==> config.mk <==
export PLATFORM = sky130hd
export DESIGN_NAME = bmf_ctrl
export DESIGN_NICKNAME = d
export VERILOG_FILES = /design/src/hdl/bmf_pkg.sv /design/src/hdl/bmf_ctrl.sv
export SDC_FILE = /design/constraint.sdc
export NUM_CORES = 1
export LEC_CHECK = 0
export ABC_CLOCK_PERIOD_IN_PS = 3000
export BUFFER_PORTS_ARGS = -buffer_cell sky130_fd_sc_hd__buf_2
export CORE_AREA = 2 2 39 41
export CTS_BUF_LIST = sky130_fd_sc_hd__clkbuf_8
export DETAILED_ROUTE_END_ITERATION = 16
export DIE_AREA = 0 0 41 43
export GPL_TIMING_DRIVEN = 0
export PLACE_DENSITY = 0.4
export SKIP_CTS_REPAIR_TIMING = 1
export SLEW_MARGIN = 10
export SYNTH_ARGS = -nofsm -noshare
export SYNTH_HDL_FRONTEND = slang
export SYNTH_SLANG_ARGS = --single-unit
==> constraint.sdc <==
create_clock -name clk -period 3 [get_ports clk]
set_input_delay 0.45 -clock clk [delete_from_list [all_inputs] [get_ports clk]]
set_output_delay 0.45 -clock clk [all_outputs]
set_load 0.005 [all_outputs]
==> src/hdl/bmf_pkg.sv <==
// Shared types and constants for the edge-normalized box mean filter.
// No dependencies; every other file of the block imports this package.
package bmf_pkg;

  localparam int MAX_WIDTH_DEF  = 1024;
  localparam int MAX_HEIGHT_DEF = 1024;
  localparam int MAX_RADIUS_DEF = 5;

  localparam int PIX_W = 8;
  localparam int CFG_W = 11;
  localparam int RAD_W = 3;
  localparam int IDX_W = 2;

  localparam logic [IDX_W-1:0] REG_FRAME_WIDTH  = 2'd0;
  localparam logic [IDX_W-1:0] REG_FRAME_HEIGHT = 2'd1;
  localparam logic [IDX_W-1:0] REG_RADIUS       = 2'd2;

  localparam logic [CFG_W-1:0] WIDTH_RESET  = 11'd512;
  localparam logic [CFG_W-1:0] HEIGHT_RESET = 11'd512;
  localparam logic [RAD_W-1:0] RADIUS_RESET = 3'd1;

  typedef enum logic [2:0] {
    ST_IDLE,
    ST_PREP,
    ST_SCAN,
    ST_DRAIN,
    ST_DIV,
    ST_FIN
  } bmf_state_t;

  typedef struct packed {
    logic accept;
    logic prep;
    logic scan;
    logic drain;
    logic div;
    logic finish;
  } bmf_cmd_t;

  typedef struct packed {
    logic rad_even;
    logic out_due;
    logic win_last;
    logic div_done;
    logic out_free;
  } bmf_stat_t;

endpackage

==> src/hdl/bmf_ctrl.sv <==
// Sequencing state machine of the box mean filter.
// Depends on bmf_pkg for the state, command and status types.
module bmf_ctrl (
  input  logic              clk,
  input  logic              rst_n,
  input  logic              in_valid,
  output logic              in_ready,
  input  bmf_pkg::bmf_stat_t stat,
  output bmf_pkg::bmf_cmd_t  cmd
);
  import bmf_pkg::*;

  bmf_state_t state_r, state_nxt;

  always_ff @(posedge clk) begin
    if (!rst_n) begin
      state_r <= ST_IDLE;
    end else begin
      state_r <= state_nxt;
    end
  end

  always_comb begin
    state_nxt = state_r;
    case (state_r)
      ST_IDLE: begin
        // An even radius takes the item and stays idle; the stream position does not advance.
        if (in_valid && !stat.rad_even) state_nxt = ST_PREP;
      end
      ST_PREP: begin
        state_nxt = stat.out_due ? ST_SCAN : ST_IDLE;
      end
      ST_SCAN: begin
        if (stat.win_last) state_nxt = ST_DRAIN;
      end
      ST_DRAIN: begin
        state_nxt = ST_DIV;
      end
      ST_DIV: begin
        if (stat.div_done) state_nxt = ST_FIN;
      end
      ST_FIN: begin
        if (stat.out_free) state_nxt = ST_IDLE;
      end
      default: begin
        state_nxt = ST_IDLE;
      end
    endcase
  end

  always_comb begin
    cmd      = '0;
    in_ready = 1'b0;
    case (state_r)
      ST_IDLE: begin
        in_ready   = 1'b1;
        cmd.accept = in_valid;
      end
      ST_PREP:  cmd.prep   = 1'b1;
      ST_SCAN:  cmd.scan   = 1'b1;
      ST_DRAIN: cmd.drain  = 1'b1;
      ST_DIV:   cmd.div    = 1'b1;
      ST_FIN:   cmd.finish = stat.out_free;
      default: begin
        cmd = '0;
      end
    endcase
  end

endmodule

==> results <==
- The flow ran to the end, and the final reports show no timing, DRC or antenna violations.
- The share of total power dissipated in the clock network is between 50% and 60%.
- The clock period minus worst slack is around 1.7 ns.
- In this run the worst setup path terminates at cmd[0].
- The total half-perimeter wirelength after legalization and detailed placement is 403 um.
- The synthesized design devotes to its leading area cell type between 20% and 30% of total area.
- The congestion estimate from routability-driven global placement came to ~0.62.
- The worst endpoint required time is around 2.6 ns.
- The row count is 14.
- Ranked by instance count, the synthesized netlist is headed by sky130_fd_sc_hd__dfxtp_1 (3), sky130_fd_sc_hd__nor3b_1 (3), sky130_fd_sc_hd__a21oi_1 (2), sky130_fd_sc_hd__nor2b_1 (2), sky130_fd_sc_hd__o21a_1 (2).
- The internal reg-to-reg setup slack is roughly 1.8 ns.
- The total net switching power is 0.0443 mW.
- Setup repair after global routing left no endpoint under its margin.
- The largest fanout of any net on the critical path is 9.
- The register clock-pin slew on the reported worst setup and hold paths is ~0.030 ns.
- The wire length per cell after detailed routing is between 9 and 10 um.
- The number of optimization iterations in the first detailed-route pass is 1.
- Synthesis inferred 3 register bits.
- Of all cell types, the one taking the most synthesized area is sky130_fd_sc_hd__dfxtp_1.
- A synthesized cell averages around 8.3 um^2.
- The global-route wire length before repair is approximately 900 um.
- In the routed design, unresolved DRC markers number 0.
- Dividing the detail-routed via count by the number of cells gives between 3 and 4.
- Summing all placed instances gives a cell area of 315 um^2.
- After synthesis, the share of flip-flops with an asynchronous set or reset is 0%.
- Global routing finished with a remaining overflow of 0.
- Internal power comes to 0.150 mW.
- The register area is 60.1 um^2.
- The number of endpoints with negative hold slack in the final report is 0.
- The peak supply drop is roughly 0.12 mV.
- The growth of design area from synthesis to finish is 60.0%.
- The via count of the first global-routing pass is between 200 and 250.
- The capturing point of the worst reg2reg path is state_r[0].
- The largest registers in the layout are state_r x3.
- The clock tree root buffer cell is sky130_fd_sc_hd__clkbuf_8.
- Net switching is 22.8% of the power.
- The final instance area is approximately 360 um^2.
- The total of buffers placed on input and output ports is 14.
- The number of H-tree levels is 1.
- In this run, the number of DRC markers left after iteration 0 of detailed routing was 0.
- In this run, the combinational gates consume between 10% and 20% of the power.
- The CTS tree is built.
- The area used by multi-input combinational logic is around 150 um^2.
- The final layout contains routed wiring with a total length of between 500 and 600 um.
- The total area inside the core boundary comes to around 1400 um^2.
- The most critical setup path has its startpoint at state_r[0].
- Entering global routing, the biggest net connects 11 pins.
- The flip-flop cell with the highest count after synthesis is sky130_fd_sc_hd__dfxtp_1.
- For the pin with the worst max-slew slack, the measured transition is about 0.37 ns.
- The die covers roughly 1800 um^2.
- The arrival time at the worst endpoint is about 1.3 ns.
- The register with the most flip-flops in the layout has 3 of them.
- The die is approximately 43 um tall.
- The slowest stage of the critical path belongs to the cell sky130_fd_sc_hd__clkbuf_1.
- The path class of the lowest-slack min-delay path is primary input to register.
- The worst register-to-register path has a depth of 4.
- The launch point of the worst reg-to-reg path is state_r[1].
- The nature of the critical path endpoint is an output port.
- Sequential cells account for around 22% of the total power.
- The analysis attributes to cell leakage a power of 0.185 nW.
- The detail route stage leaves a number of antenna-violating nets equal to 0.
- The share of layout cells above drive strength 1 is between 40 and 50%.
- The kind of start point of the critical path is a register.
- The setup path with the least slack is of type register to output port.
- The worst setup skew after layout is about 0.000048 ns.
- The power per cell area is roughly 540 nW/um^2.
- The relative max-transition margin is around three quarters.
- The clock latency on the worst-skew pair is between 0.2 and 0.25 ns.
- Buffers inserted during clock tree synthesis total 3.
- The count of unique library cells instantiated by Yosys is 20.
- The clock tree buffer depth is 2.
- The synthesized instance count is 27.
- During I/O placement, the number of pins put on the boundary was 15.
- Summing over every cut layer, the via total after detailed routing is ~230.
- Setup violations remaining at the end of the flow were counted as 0.
- The starting density of the core is between 15 and 20%.
- Timing would allow up to roughly 570 MHz.
- Counting instances, the worst hold path has a depth of 2.
- The number of antenna diodes in the final layout is 0.
- Walking the worst path, the cells encountered are clkbuf_1 > and2b_1 > and3_1 > buf_2.
- In the finished design, the share of the clock period the worst path needs comes to 58.1%.
- The net count of the finished layout is between 50 and 60.
- The horizontal die dimension is 41 um.
- The number of antenna violations at the first check in global routing is 0.
- The register with the highest flop count is state_r.
- In the post-synthesis netlist, the biggest area contributors are sky130_fd_sc_hd__dfxtp_1 (27%), sky130_fd_sc_hd__nor3b_1 (10%), sky130_fd_sc_hd__a221oi_2 (6.7%), sky130_fd_sc_hd__o21a_1 (6.7%), sky130_fd_sc_hd__nor2b_1 (5.6%).
- The number of enable-type register cells in the synthesized netlist is 0.
- The number of pins with negative max-slew slack in the final report was 0.
- Yosys printed 0 warnings.
- The tree built by TritonCTS fans out to 3 sinks.
- Of the synthesized area, sequential elements account for between 20% and 30%.
- The number of max-capacitance violations reported is 0.
- The critical path's largest stage delay is 0.31 ns.
- After routing, the total negative slack on setup checks comes to 0 ns.
- After filler insertion, the fill cell instance count of the layout stands at ~150.
- The cell area after synthesis is 225 um^2.
- Counting every net in the synthesized netlist gives 35.
- The total track usage is around 8.4%.
==> cells in the final DEF, fill, tap and decap left out, drive strengths merged <==
master	synthesis	layout
nand2b	1	1
or3b	1	1
o21a	2	2
inv	0	1
clkbuf	1	4
nand2	1	1
and3	1	1
nor2	1	1
a21oi	2	2
nor2b	2	2
and3b	1	1
and2	2	2
dfxtp	3	3
nor3	1	1
and2b	1	1
nor3b	3	3
a221oi	1	1
buf	2	16
a211oi	1	1
==> per-layer routing <==
layer / vias up / global-route usage (%) / share of wire, %
li1: 130 / - / -
met1: 91 / 10.3 / 46
met2: 10 / 7.81 / 46
met3: 0 / 4.71 / 8.2
met4: 0 / 12.0 / 0
met5: - / 0 / 0
==> per-stage QoR <==
| step | instances | utilization [%] | setup WS [ns] | power, mW | hold slack, ns |
|---|---|---|---|---|---|
| 6_report | 61 | 26.0 | 1.26 | 0.194 | 0.474 |
| 3_5_place_dp | 57 | 22.8 | 1.47 | 0.0823 | 0.637 |
| 5_1_grt | 61 | 26.0 | 1.14 | 0.206 | 0.473 |
| 2_1_floorplan | 27 | - | 1.66 | 0.0679 | 0.567 |
| 4_1_cts | 61 | 26.0 | 1.23 | 0.199 | 0.466 |
| 3_3_place_gp | 57 | 22.8 | 1.46 | 0.0824 | 0.648 |
==> power groups by stage <==
stage | registers (mW) | clock network (mW) | logic, mW
final | 0.0435 | 0.113 | 0.0376
after global routing | 0.0435 | 0.120 | 0.0429
after CTS | 0.0435 | 0.117 | 0.0383
after detailed placement | 0.0440 | 0 | 0.0382
after global placement | 0.0440 | 0 | 0.0385
after floorplan | 0.0439 | 0 | 0.0240
==> kinds of logic after synthesis <==
family | share of synthesized area, %
flip-flops | 26.7
AND/OR/NAND/NOR | 43.3
AO/OA/AOI/OAI | 21.1
buffers and inverters | 8.88
==> worst max-delay path, delay by kind of cell (launching register included) <==
kind	cells	cell delay [ns]
simple gates	2	0.37
flops	1	0.29
buf+inv	2	0.41
==> area by class of cell <==
cell class | instances | area share (%)
buffer | 3 | 5.56
clock buffer | 3 | 11.5
clock inverter | 1 | 1.04
multi-input combinational | 21 | 40.3
sequential | 3 | 16.7
tap | 16 | 5.56
timing repair buffer | 14 | 19.4
==> worst min-delay path by stage <==
stage                            end  slack, ns        from
after floorplan           state_r[0]       0.57       rst_n
after global placement    state_r[1]       0.65  state_r[2]
after detailed placement  state_r[1]       0.64  state_r[2]
after CTS                 state_r[0]       0.47       rst_n
after global routing      state_r[0]       0.47       rst_n
final                     state_r[0]       0.47       rst_n
(Power assumes the default switching activity.)
